## config.mk

```make
export PLATFORM = sky130hd
export DESIGN_NAME = calendar_day_number_converter_top
export DESIGN_NICKNAME = d
export VERILOG_FILES = /design/src/rtl/cdn_pkg.sv /design/src/rtl/calendar_day_number_converter_top.sv
export SDC_FILE = /design/constraint.sdc
export NUM_CORES = 2
export LEC_CHECK = 0
export BUFFER_PORTS_ARGS = -buffer_cell sky130_fd_sc_hd__buf_2
export CORE_MARGIN = 5
export CORE_UTILIZATION = 70
export CTS_BUF_LIST = sky130_fd_sc_hd__clkbuf_4 sky130_fd_sc_hd__clkbuf_8
export CTS_CLUSTER_SIZE = 8
export DETAILED_ROUTE_END_ITERATION = 10
export PLACE_DENSITY_LB_ADDON = 0.12
export SETUP_SLACK_MARGIN = 0.3
export SYNTH_ARGS = -nofsm -noshare
export SYNTH_HDL_FRONTEND = slang
export SYNTH_SLANG_ARGS = --single-unit
```

## constraint.sdc

```tcl
create_clock -name clk -period 8.7 [get_ports clk]
set_input_delay 1.305 -clock clk [delete_from_list [all_inputs] [get_ports clk]]
set_output_delay 1.305 -clock clk [all_outputs]
set_load 0.02 [all_outputs]
```

## src/rtl/cdn_pkg.sv

```systemverilog
// Shared types and constants for the calendar day number converter.
// Depends on nothing; imported by the converter top level.
package cdn_pkg;

	// Command codes
	localparam logic CMD_DATE_TO_JDN = 1'b0;
	localparam logic CMD_JDN_TO_DATE = 1'b1;

	// Supported day number window for the reverse conversion
	localparam logic [22:0] JDN_MIN = 23'd1721120;   // 0000-03-01
	localparam logic [22:0] JDN_MAX = 23'd5373484;   // 9999-12-31

	// Forward conversion constants
	localparam logic [14:0] YEAR_BIAS = 15'd4800;
	localparam logic [23:0] EPOCH_OFS = 24'd32045;

	// 4 * 1721119 + 1: turns a day number into 4j - 1
	localparam logic [24:0] X_OFFSET = 25'd6884477;

	// Period lengths in days
	localparam logic [18:0] DAYS_400Y = 19'd146097;
	localparam logic [11:0] DAYS_4Y   = 12'd1461;
	localparam logic [8:0]  DAYS_5M   = 9'd153;

	// Reciprocals (2^s / divisor; ceiling for 25 and 5, else floor) and shifts
	localparam logic [6:0]  RCP_400Y = 7'd114;    // s = 24, may come out one low
	localparam logic [7:0]  RCP_4Y   = 8'd179;    // s = 18, may come out one low
	localparam logic [3:0]  RCP_5M   = 4'd13;     // s = 11, may come out one low
	localparam logic [13:0] RCP_25   = 14'd10486; // s = 18, exact below 43690
	localparam logic [7:0]  RCP_5    = 8'd205;    // s = 10, exact below 1024

	typedef struct packed {
		logic        cmd;
		logic [13:0] in_year;
		logic [3:0]  in_month;
		logic [4:0]  in_day;
		logic [22:0] in_day_number;
	} req_t;

	typedef struct packed {
		logic [22:0] out_day_number;
		logic [13:0] out_year;
		logic [3:0]  out_month;
		logic [4:0]  out_day;
		logic [2:0]  weekday;
		logic        business_day;
		logic        leap_year;
		logic        range_error;
	} rsp_t;

	// Item context carried down the pipeline
	typedef struct packed {
		logic        cmd;
		logic        err;
		logic [22:0] jdn;
		logic [13:0] year;
		logic [3:0]  month;
		logic [4:0]  day;
	} ctx_t;

	// Days before the shifted month m (March = 0): (153 * m + 2) / 5
	function automatic logic [8:0] month_days(input logic [3:0] m);
		logic [8:0] v;
		unique case (m)
			4'd0:    v = 9'd0;
			4'd1:    v = 9'd31;
			4'd2:    v = 9'd61;
			4'd3:    v = 9'd92;
			4'd4:    v = 9'd122;
			4'd5:    v = 9'd153;
			4'd6:    v = 9'd184;
			4'd7:    v = 9'd214;
			4'd8:    v = 9'd245;
			4'd9:    v = 9'd275;
			4'd10:   v = 9'd306;
			4'd11:   v = 9'd337;
			4'd12:   v = 9'd367;
			default: v = 9'd0;
		endcase
		return v;
	endfunction

endpackage

```

## src/rtl/calendar_day_number_converter_top.sv

```systemverilog
// Calendar date <-> Julian day number converter, 13-stage pipeline.
// Depends on cdn_pkg for request/response types, constants and month table.
//
//  Channel   | Dir | Signals          | Transfer
//  ----------+-----+------------------+-------------------------------------
//  request   | in  | start, busy, req | taken at edge with start && !busy
//  response  | out | done, rsp        | rsp valid for the one cycle done is high
//
// A new request is taken every cycle.
// Depth comes from the day-number-to-date path: three reciprocal divides, each a
// multiply, a remainder and a one-step correction, then the leap and weekday check.
// busy stays low: nothing inside ever holds off a request.
// Reset clears only the stage valid bits; data registers load freely.
// The receiver cannot stall, so each response leaves the last stage directly.
module calendar_day_number_converter_top (
	input  logic          clk,
	input  logic          arst_n,
	input  logic          start,
	output logic          busy,
	input  cdn_pkg::req_t req,
	output logic          done,
	output cdn_pkg::rsp_t rsp
);
	import cdn_pkg::*;

	// Stage valid bits
	logic vld_s1, vld_s2, vld_s3, vld_s4, vld_s5, vld_s6, vld_s7;
	logic vld_s8, vld_s9, vld_s10, vld_s11, vld_s12, vld_s13;

	// Item context
	ctx_t ctx_s1, ctx_s2, ctx_s3, ctx_s4, ctx_s5, ctx_s6, ctx_s7;
	ctx_t ctx_s8, ctx_s9, ctx_s10, ctx_s11, ctx_s12;

	// Forward path registers
	logic [14:0] y_s1;
	logic [8:0]  mdays_s1, mdays_s2;
	logic [12:0] q_s2;
	logic [8:0]  c25_s2, c25_s3;
	logic [23:0] y365_s2, base_s3;

	// Reverse path registers
	logic [23:0] x_s1, x_s2;
	logic [6:0]  cest_s2, cest_s3;
	logic [18:0] rraw_s3;
	logic [6:0]  c_s4, c_s5, c_s6, c_s7, c_s8, c_s9, c_s10;
	logic [17:0] t_s4, t_s5;
	logic [7:0]  yest_s5, yest_s6;
	logic [11:0] d2raw_s6;
	logic [7:0]  yy_s7, yy_s8, yy_s9, yy_s10;
	logic [10:0] u_s7, u_s8;
	logic [3:0]  mest_s8, mest_s9;
	logic [8:0]  ddraw_s9;
	logic [3:0]  mm_s10;
	logic [7:0]  dd_s10;

	// Check stage registers
	logic [9:0]  yq_s12;
	logic [5:0]  dsum_s12;
	rsp_t        rsp_s13;

	// Combinational stage results
	logic        acc;
	logic        early_c;
	logic [3:0]  m_c;
	logic [14:0] y_c;
	logic [24:0] x_c;
	logic        err_c;
	ctx_t        ctx1_c;
	logic [26:0] p25_c;
	logic [30:0] p400_c;
	logic [24:0] r400_c;
	logic [23:0] jdn0_c;
	logic [18:0] r_c;
	logic        r_carry_c;
	ctx_t        ctx4_c;
	logic [25:0] p4y_c;
	logic [18:0] d2_full_c;
	logic        d2_carry_c;
	logic [11:0] d2_c;
	logic [8:0]  d2q_c;
	logic [14:0] p5m_c;
	logic [10:0] dd_full_c;
	logic        dd_carry_c;
	logic [8:0]  dd_c;
	logic [15:0] p5_c;
	logic [4:0]  day_c;
	logic [3:0]  month_c;
	logic [13:0] year_c;
	ctx_t        ctx11_c;
	logic [27:0] pyq_c;
	logic [23:0] jdn24_c;
	logic [5:0]  dsum_c;
	logic        z25_c;
	logic [3:0]  fold_c;
	logic [3:0]  wv_c;
	logic [2:0]  wr_c;
	rsp_t        rsp_c;

	assign busy = 1'b0;
	assign acc  = start && !busy;

	// Stage 1: shift the month to March-based, bias the year, form 4j - 1, range check
	always_comb begin
		early_c = (req.in_month <= 4'd2);
		m_c     = early_c ? (req.in_month + 4'd9) : (req.in_month - 4'd3);
		y_c     = 15'(req.in_year) + YEAR_BIAS - 15'(early_c);
		x_c     = {req.in_day_number, 2'b00} - X_OFFSET;
		err_c   = (req.cmd == CMD_JDN_TO_DATE) &&
			((req.in_day_number < JDN_MIN) || (req.in_day_number > JDN_MAX));
		ctx1_c.cmd   = req.cmd;
		ctx1_c.err   = err_c;
		ctx1_c.jdn   = req.in_day_number;
		ctx1_c.year  = req.in_year;
		ctx1_c.month = req.in_month;
		ctx1_c.day   = req.in_day;
	end

	// Stage 2: year / 100 via reciprocal, 365 * y, first estimate of 400-year count
	always_comb begin
		p25_c  = 27'(y_s1[14:2]) * 27'(RCP_25);
		p400_c = 31'(x_s1) * 31'(RCP_400Y);
	end

	// Stage 3: remainder within the 400-year cycle
	assign r400_c = 25'(x_s2) - 25'(cest_s2) * 25'(DAYS_400Y);

	// Stage 4: finish the forward sum, correct the 400-year estimate
	always_comb begin
		jdn0_c    = base_s3 - 24'(c25_s3) + 24'(c25_s3[8:2]) - EPOCH_OFS;
		r_carry_c = (rraw_s3 >= DAYS_400Y);
		r_c       = r_carry_c ? (rraw_s3 - DAYS_400Y) : rraw_s3;
		ctx4_c    = ctx_s3;
		if (ctx_s3.cmd == CMD_DATE_TO_JDN) begin
			ctx4_c.jdn = jdn0_c[22:0];
		end
	end

	// Stage 5: estimate years within the century
	assign p4y_c = 26'(t_s4) * 26'(RCP_4Y);

	// Stage 6: remainder within the 4-year cycle
	assign d2_full_c = 19'(t_s5) - 19'(yest_s5) * 19'(DAYS_4Y);

	// Stage 7: correct the year estimate, form 5 * day-of-year + 2
	always_comb begin
		d2_carry_c = (d2raw_s6 >= DAYS_4Y);
		d2_c       = d2_carry_c ? (d2raw_s6 - DAYS_4Y) : d2raw_s6;
		d2q_c      = d2_c[10:2];
	end

	// Stage 8: estimate the month
	assign p5m_c = 15'(u_s7) * 15'(RCP_5M);

	// Stage 9: remainder within the month
	assign dd_full_c = u_s8 - 11'(mest_s8) * 11'(DAYS_5M);

	// Stage 10: correct the month estimate
	always_comb begin
		dd_carry_c = (ddraw_s9 >= DAYS_5M);
		dd_c       = dd_carry_c ? (ddraw_s9 - DAYS_5M) : ddraw_s9;
	end

	// Stage 11: assemble year, month and day; clear them on a range error
	always_comb begin
		p5_c    = 16'(dd_s10) * 16'(RCP_5);
		day_c   = 5'(p5_c[15:10]) + 5'd1;
		month_c = (mm_s10 < 4'd10) ? (mm_s10 + 4'd3) : (mm_s10 - 4'd9);
		year_c  = 14'(c_s10) * 14'd100 + 14'(yy_s10) + 14'(mm_s10 >= 4'd10);
		ctx11_c = ctx_s10;
		if (ctx_s10.cmd == CMD_JDN_TO_DATE) begin
			if (ctx_s10.err) begin
				ctx11_c.year  = '0;
				ctx11_c.month = '0;
				ctx11_c.day   = '0;
			end else begin
				ctx11_c.year  = year_c;
				ctx11_c.month = month_c;
				ctx11_c.day   = day_c;
			end
		end
	end

	// Stage 12: year / 25 for the leap test, octal digit sum of the day number
	always_comb begin
		pyq_c   = 28'(ctx_s11.year) * 28'(RCP_25);
		jdn24_c = {1'b0, ctx_s11.jdn};
		dsum_c  = '0;
		for (int i = 0; i < 8; i++) begin
			dsum_c = dsum_c + 6'(jdn24_c[3*i +: 3]);
		end
	end

	// Stage 13: leap flag, weekday as (jdn + 1) mod 7 + 1
	always_comb begin
		z25_c  = ((15'(yq_s12) * 15'd25) == 15'(ctx_s12.year));
		fold_c = 4'(dsum_s12[5:3]) + 4'(dsum_s12[2:0]) + 4'd1;
		wv_c   = fold_c;
		priority if (wv_c >= 4'd14) begin
			wr_c = 3'(wv_c - 4'd14);
		end else if (wv_c >= 4'd7) begin
			wr_c = 3'(wv_c - 4'd7);
		end else begin
			wr_c = 3'(wv_c);
		end
		rsp_c.out_day_number = ctx_s12.jdn;
		rsp_c.out_year       = ctx_s12.year;
		rsp_c.out_month      = ctx_s12.month;
		rsp_c.out_day        = ctx_s12.day;
		rsp_c.weekday        = wr_c + 3'd1;
		rsp_c.business_day   = (wr_c != 3'd0) && (wr_c != 3'd6);
		rsp_c.leap_year      = !ctx_s12.err && (ctx_s12.year[1:0] == 2'b00) &&
			(!z25_c || (ctx_s12.year[3:0] == 4'd0));
		rsp_c.range_error    = ctx_s12.err;
	end

	// Advance valid bits
	always_ff @(posedge clk or negedge arst_n) begin
		if (!arst_n) begin
			vld_s1  <= 1'b0;
			vld_s2  <= 1'b0;
			vld_s3  <= 1'b0;
			vld_s4  <= 1'b0;
			vld_s5  <= 1'b0;
			vld_s6  <= 1'b0;
			vld_s7  <= 1'b0;
			vld_s8  <= 1'b0;
			vld_s9  <= 1'b0;
			vld_s10 <= 1'b0;
			vld_s11 <= 1'b0;
			vld_s12 <= 1'b0;
			vld_s13 <= 1'b0;
		end else begin
			vld_s1  <= acc;
			vld_s2  <= vld_s1;
			vld_s3  <= vld_s2;
			vld_s4  <= vld_s3;
			vld_s5  <= vld_s4;
			vld_s6  <= vld_s5;
			vld_s7  <= vld_s6;
			vld_s8  <= vld_s7;
			vld_s9  <= vld_s8;
			vld_s10 <= vld_s9;
			vld_s11 <= vld_s10;
			vld_s12 <= vld_s11;
			vld_s13 <= vld_s12;
		end
	end

	// Advance data; no reset on payload
	always_ff @(posedge clk) begin
		ctx_s1   <= ctx1_c;
		y_s1     <= y_c;
		mdays_s1 <= month_days(m_c);
		x_s1     <= x_c[23:0];

		ctx_s2   <= ctx_s1;
		q_s2     <= y_s1[14:2];
		c25_s2   <= p25_c[26:18];
		y365_s2  <= 24'(y_s1) * 24'd365;
		mdays_s2 <= mdays_s1;
		x_s2     <= x_s1;
		cest_s2  <= p400_c[30:24];

		ctx_s3   <= ctx_s2;
		base_s3  <= y365_s2 + 24'(q_s2) + 24'(mdays_s2) + 24'(ctx_s2.day);
		c25_s3   <= c25_s2;
		rraw_s3  <= r400_c[18:0];
		cest_s3  <= cest_s2;

		ctx_s4   <= ctx4_c;
		c_s4     <= cest_s3 + 7'(r_carry_c);
		t_s4     <= {r_c[17:2], 2'b11};

		ctx_s5   <= ctx_s4;
		c_s5     <= c_s4;
		t_s5     <= t_s4;
		yest_s5  <= p4y_c[25:18];

		ctx_s6   <= ctx_s5;
		c_s6     <= c_s5;
		yest_s6  <= yest_s5;
		d2raw_s6 <= d2_full_c[11:0];

		ctx_s7   <= ctx_s6;
		c_s7     <= c_s6;
		yy_s7    <= yest_s6 + 8'(d2_carry_c);
		u_s7     <= 11'({d2q_c, 2'b00}) + 11'(d2q_c) + 11'd2;

		ctx_s8   <= ctx_s7;
		c_s8     <= c_s7;
		yy_s8    <= yy_s7;
		u_s8     <= u_s7;
		mest_s8  <= p5m_c[14:11];

		ctx_s9   <= ctx_s8;
		c_s9     <= c_s8;
		yy_s9    <= yy_s8;
		mest_s9  <= mest_s8;
		ddraw_s9 <= dd_full_c[8:0];

		ctx_s10  <= ctx_s9;
		c_s10    <= c_s9;
		yy_s10   <= yy_s9;
		mm_s10   <= mest_s9 + 4'(dd_carry_c);
		dd_s10   <= dd_c[7:0];

		ctx_s11  <= ctx11_c;

		ctx_s12  <= ctx_s11;
		yq_s12   <= pyq_c[27:18];
		dsum_s12 <= dsum_c;

		rsp_s13  <= rsp_c;
	end

	assign done = vld_s13;
	assign rsp  = rsp_s13;

	// Every response has a matching request that entered the first stage earlier
	a_latency: assert property (@(posedge clk) disable iff (!arst_n)
		done |-> $past(vld_s1, 12))
		else $error("response without a matching request");

	// An out-of-range day number clears the date fields and the leap flag
	a_err_clear: assert property (@(posedge clk) disable iff (!arst_n)
		done && rsp.range_error |-> rsp.out_year == '0 && rsp.out_month == '0 &&
			rsp.out_day == '0 && !rsp.leap_year)
		else $error("range error with date fields set");

	// A range error only flags day numbers outside the window
	a_err_window: assert property (@(posedge clk) disable iff (!arst_n)
		done && rsp.range_error |->
			(rsp.out_day_number < JDN_MIN) || (rsp.out_day_number > JDN_MAX))
		else $error("range error inside supported window");

	// A leap year is a multiple of four
	a_leap_div4: assert property (@(posedge clk) disable iff (!arst_n)
		done && rsp.leap_year |-> rsp.out_year[1:0] == 2'b00)
		else $error("leap flag on a year not divisible by four");

	// Weekday is never zero and the business flag agrees with it
	a_weekday: assert property (@(posedge clk) disable iff (!arst_n)
		done |-> (rsp.weekday != 3'd0) &&
			(rsp.business_day == ((rsp.weekday != 3'd1) && (rsp.weekday != 3'd7))))
		else $error("weekday and business flag disagree");

endmodule
```

# [After elaboration in Yosys (flattened, before gate mapping)]
# Memories as Yosys holds them, arrays and structs flattened. A register that Yosys moved wholly into a read port is not among the register bits.
# Cells that the tools add are included.
[word_totals] reg_bits=1016 rom_bits=144 inputBits=50 output_inout_bits=54 wordCells=213 mem_count=1
[classes] addsub=39 mul=12 magnitude_cmp=10 n_eq_ne=2 muxes=10 n_reduce_logical=11
[mem_list] name="(no name shown)" words=16 width=9 rd=1 rd_clocked_by_memory_dff=1 wr=0 line_no="cdn_pkg.sv:64" text="unique case (m)"
[ops] operator="23-bit 2-to-1 mux" n=3
[ops] operator="24-bit by 6-bit multiplier with 30-bit output (second input constant)" n=1
[ops] operator="14-bit by 13-bit multiplier with 27-bit output (second input constant)" n=1
[ops] operator="13-bit by 13-bit multiplier with 26-bit output (second input constant)" n=1
[ops] operator="18-bit by 8-bit multiplier with 26-bit output (second input constant)" n=1
[ops] operator="24-bit by 23-bit subtractor with 24-bit output (second input constant)" n=1
[ops] operator="23-bit by 13-bit adder with 23-bit output" n=1
[ops] operator="23-bit by 5-bit adder with 23-bit output" n=1
[ops] operator="23-bit by 7-bit adder with 23-bit output" n=1
[ops] operator="23-bit by 9-bit adder with 23-bit output" n=1
[ops] operator="23-bit greater-than comparator (second input constant)" n=1
[ops] operator="23-bit by 21-bit less-than comparator with 1-bit output (second input constant)" n=1
[ops] operator="15-bit by 9-bit multiplier with 23-bit output (second input constant)" n=1
[ops] operator="23-bit by 15-bit subtractor with 23-bit output (second input constant)" n=1
[ops] operator="23-bit by 9-bit subtractor with 23-bit output" n=1
[ops] operator="19-bit by 18-bit greater-or-equal comparator with 1-bit output (second input constant)" n=1
[ops] operator="7-bit by 18-bit multiplier with 19-bit output (second input constant)" n=1
[ops] operator="19-bit subtractor" n=1
[ops] operator="6-bit by 3-bit adder with 6-bit output" n=3
[ops] operator="18-bit 2-to-1 mux" n=1
[ops] operator="18-bit subtractor (second input constant)" n=1
[ops] operator="14-bit by 13-bit adder with 15-bit output (second input constant)" n=1
[ops] operator="15-bit by 14-bit equality test with 1-bit output" n=1
[ops] operator="10-bit by 5-bit multiplier with 15-bit output (second input constant)" n=1
[ops] operator="other kinds (46)" n=56

# [Logic depth before layout (Yosys ltp)]
[logic_depth] word_depth=7 ltp_mapped=20 mapped_depth_nobuf=20

# [Least setup slack after synthesis]
# Ideal clock, no wire load.
[synth_timing] kind="register to register" start="register y_s1[12]" end="register c25_s2[8]" setup_time_ps=72 arrival_time_ps=4677 required_time_ps=8628 setup_slack_ps=3951 stages_incl_launch_ff=20 path_buffers=0 period_less_slack_ps=4749 path_cell_list="dfxtp_1 > ha_1 > inv_1 > fa_1 > inv_1 > fa_1 > inv_1 > fa_1 > fa_1 > inv_1 > ha_1 > nand4_1 > nor2_1 > a221oi_1 > o211ai_1 > a311oi_2 > o21bai_1 > a21o_1 > a21oi_2 > xnor2_1"
[synth_between] elab_chain_cells=1
[synth_rtl] element="from (decl)" line_no="calendar_day_number_converter_top.sv:35" text="logic [14:0] y_s1;"
[synth_rtl] element="from (signal assigned)" line_no="calendar_day_number_converter_top.sv:252" text="y_s1 <= y_c;"
[synth_rtl] element="13-bit by 13-bit multiplier with 26-bit output" line_no="calendar_day_number_converter_top.sv:120" text="p25_c = 27'(y_s1[14:2]) * 27'(RCP_25);"
[synth_rtl] element="via p25_c[26]" line_no="calendar_day_number_converter_top.sv:69" text="logic [26:0] p25_c;"
[synth_rtl] element="to (signal assigned)" line_no="calendar_day_number_converter_top.sv:258" text="c25_s2 <= p25_c[26:18];"
[synth_rtl] element="to (decl)" line_no="calendar_day_number_converter_top.sv:38" text="logic [8:0] c25_s2, c25_s3;"
# The timed path passes the listed nets, and every way through them passes these cells.

# [Worst setup path in the final report]
# Ends and elaborated chain as after synthesis.

==> results_dict.tcl <==
set metrics [dict create \
    fill_cells 4312 \
    ff_latch_area_um2 20300 \
    tightest_slew_ps 826 \
    crit_chain "ha_1 -> inv_1 -> fa_1 -> inv_1 -> fa_1 -> inv_1 -> fa_1 -> fa_1 -> inv_1 -> ha_1 -> nand4_1 -> nor2_1 -> a221oi_1 -> o211ai_1 -> a311oi_2 -> o21bai_1 -> a21o_1 -> a21oi_2 -> xnor2_1" \
    layout_setup_ws_ps 3430 \
    drive_gt1_frac 0.0853 \
    cts.clk_slew.worst_paths_ps 60 \
    std_cell_rows 95 \
    final_wl_um 81800 \
    detailroute.via_count 26700 \
    final_cells 5201 \
    drt-wirelength-per-cell_um 15.7 \
    netlist_area_pre_place_um2 46900 \
    critical-path-top-delay-family "adder cells" \
    overall_global_routing_resource_usage 0.240 \
    route.antenna.remaining_nets 0 \
    cts_post_setup_buffers_inserted 0 \
    grt_setup_unrepaired "false" \
    avgViaCountPerCell 5.14 \
    synthesis.area_per_instance_um2 11.7 \
    timing.final.max_slew_violations 0 \
    cts_max_path_buffers 3 \
    port-buffer-count 102 \
    max-slew-margin-rel 0.445 \
    dpl.cell_count 4966 \
    pre_cts_slack_ps 3420 \
    layout_worst_path_cycle_share 0.606 \
    fin_skew_ps 30.3 \
    grt_antenna_before_repair 2 \
    run_status "complete, no violations" \
    finalCriticalPeriod_ps 5270 \
    post_synth_inst_count 4006 \
    ioPinCount 104 \
    synthesis.yosys.warnings 0 \
    nets_finish 5373 \
    cts_htree_levels 4 \
    mapped_nets 5127 \
    finalSetupViolCount 0 \
    synth-seq-area-share 0.433 \
    timing.critical_path.slowest_cell_delay_ps 540 \
    slowest_stage "sky130_fd_sc_hd__fa_1" \
    postSynthRegisterBits 1011 \
    synth_async_sr_flop_share 0.0129 \
    globalplace.congestion 0.890 \
    critical_path.n_buffers_inverters 4 \
    dieWidth_um 269 \
    cts_made_buffers 157 \
    synthToLayoutAreaGrowth_pct 9.68 \
    clock_latency_ps 810 \
    dr.pass1.iters 5 \
    finalHoldViolCount 0 \
    worstSetupEndpointType "register" \
    initial_detailed_routing_violation_count 995 \
    grtUsageMet1 0.293 \
    die_height_um 269 \
    critical_path_data_required_time_ps 9410 \
    overflow_after_grt 0 \
    arrival_ps 5980 \
    criticalPathCategory "reg2reg" \
    core_area_um2 66800 \
    maximum_number_of_pins_on_one_net_before_global_route_repair 41 \
    setup_tns_ps 0 \
    place_hpwl_um 64300 \
    netlist-cell-type-count 81 \
    tritoncts_clock_tree "built" \
    grt_pass1_wl_um 139000 \
    cts_root_buf "sky130_fd_sc_hd__clkbuf_8" \
    vias_in_the_first_global_route 28900 \
    multi_input_comb_area_um2 23600 \
    startpoint_type "register" \
    synth_enable_flop_cells 0 \
    worst_hold_path_type "reg2reg" \
    gr-usage-met2 0.431 \
    post_cts_resized 0 \
    postCtsHoldBufs 0 \
    drcViolationCount 0 \
    top_usage_layer "met2" \
    max_capacitance_violation_count 0 \
    floorplan.initialDensity 0.702 \
    achievable-frequency_mhz 190 \
    crit_fanout 7 \
    cts.sink_count 1011 \
    met3_layer_usage_reported_by_global_route 0.0380 \
    floorplan.die_area_um2 72300 \
    synth-main-ff-cell "sky130_fd_sc_hd__dfxtp_1" \
]
==> synth_stat cells, drive strengths merged, types with 3 or more instances <==
master	count	area share
fa	376	0.16
nand2b	32	0.0043
buf	4	0.00051
o2111ai	5	0.00093
nor3	32	0.0034
o21ai	91	0.0097
a31o	5	0.00093
o21bai	15	0.0025
and4	4	0.00075
a21o	54	0.0086
xnor2	190	0.035
o41ai	3	0.00088
a211oi	9	0.0017
o31ai	23	0.0040
o2bb2ai	14	0.0026
o211a	3	0.00064
nand3	41	0.0044
nor2b	20	0.0027
a221oi	4	0.00088
nor2	108	0.0086
inv	777	0.062
o211ai	5	0.00080
a21oi	114	0.012
clkbuf	12	0.00096
nand2	103	0.0082
and3	17	0.0023
o21a	29	0.0046
and2	12	0.0016
or2	5	0.00067
nor4	11	0.0016
or4	4	0.00064
dfrtp	13	0.0069
xor2	81	0.015
o31a	4	0.00075
ha	695	0.19
or3	11	0.0015
a31oi	18	0.0024
dfxtp	998	0.43
nand3b	5	0.00080
mux2	7	0.0017
nand4	13	0.0017
a211o	6	0.0011
a21boi	5	0.00080
==> state kept, by name, indices dropped and copies added, names as in the netlist, 16 cells and up <==
name / flops
rraw_s3: 19
x_s1: 17
t_s4: 16
ctx4_c: 25
ctx_s1: 48
ctx_s6: 48
ctx_s5: 48
rsp: 52
ctx_s8: 48
ctx_s2: 48
ctx_s12: 47
ctx_s4: 48
ctx_s3: 23
ctx_s10: 23
base_s3: 23
y365_s2: 23
ctx_s9: 48
ctx_s11: 47
ctx11_c: 25
ctx_s7: 48
==> per-stage QoR <==
step / hold WS, ps / area, um^2 / utilization
after floorplan: 310 / 46900 / -
after detailed placement: 312 / 48500 / 0.725
after global routing: 308 / 51500 / 0.770
final: 306 / 51500 / 0.770
after CTS: 299 / 51500 / 0.770
after global placement: 310 / 48500 / 0.725
==> routing by layer <==
metal	wire length [um]	part of all wire
met2	42500	0.52
met1	34200	0.42
met4	2600	0.032
met3	2490	0.031
met5	0	0
==> worst paths after layout <==
| path | to | depth (start not counted) | startpoint | slack [ps] |
|---|---|---|---|---|
| worst min register to register | ctx_s3[28] | 0 | ctx_s2[28] | 310 |
| max in group asynchronous | vld_s4 | 1 | arst_n | 8090 |
| worst min-delay path | ctx_s3[28] | 0 | ctx_s2[28] | 310 |
| worst max register to register | c25_s2[8] | 19 | y_s1[12] | 3430 |
| min in group asynchronous | vld_s1 | 1 | arst_n | 390 |
| worst max-delay path | c25_s2[8] | 19 | y_s1[12] | 3430 |
==> layout by cell type (no fill, tap or decap), types with 14 or more instances in the layout <==
master / n
sky130_fd_sc_hd__a21o_1: 54
sky130_fd_sc_hd__a21oi_1: 110
sky130_fd_sc_hd__a31oi_1: 18
sky130_fd_sc_hd__and3_1: 17
sky130_fd_sc_hd__buf_2: 102
sky130_fd_sc_hd__clkbuf_4: 29
sky130_fd_sc_hd__clkbuf_8: 178
sky130_fd_sc_hd__dfxtp_1: 998
sky130_fd_sc_hd__fa_1: 376
sky130_fd_sc_hd__ha_1: 695
sky130_fd_sc_hd__inv_1: 777
sky130_fd_sc_hd__nand2_1: 103
sky130_fd_sc_hd__nand2b_1: 32
sky130_fd_sc_hd__nand3_1: 41
sky130_fd_sc_hd__nor2_1: 108
sky130_fd_sc_hd__nor2b_1: 20
sky130_fd_sc_hd__nor3_1: 32
sky130_fd_sc_hd__o21a_1: 29
sky130_fd_sc_hd__o21ai_0: 84
sky130_fd_sc_hd__o21bai_1: 14
sky130_fd_sc_hd__o2bb2ai_1: 14
sky130_fd_sc_hd__o31ai_1: 22
sky130_fd_sc_hd__xnor2_1: 190
sky130_fd_sc_hd__xor2_1: 81
==> cells by family (layout without fill, tap and decap cells) <==
group | after synthesis | in the layout | synth area share
compound gates | 425 | 425 | 0.0600
mux | 9 | 9 | 0.00211
fa+ha+maj | 1071 | 1071 | 0.346
other cells | 1 | 3 | 0.0000799
flops | 1011 | 1011 | 0.433
simple gates | 424 | 424 | 0.0445
xor+xnor | 272 | 272 | 0.0511
buf+inv | 793 | 1113 | 0.0636
==> cell type report <==
cell class	instances	share of cell area
Clock inverter	26	0.00639
Clock buffer	207	0.0518
Timing Repair Buffer	103	0.0101
Sequential cell	1011	0.395
Antenna cell	2	0.0000973
Inverter	777	0.0567
Tap cell	873	0.0212
Multi-Input combinational cell	2202	0.459
Power is left out: the tool's default activity adds up to more than one toggle a clock period on the data nets, which glitch-free logic cannot reach.
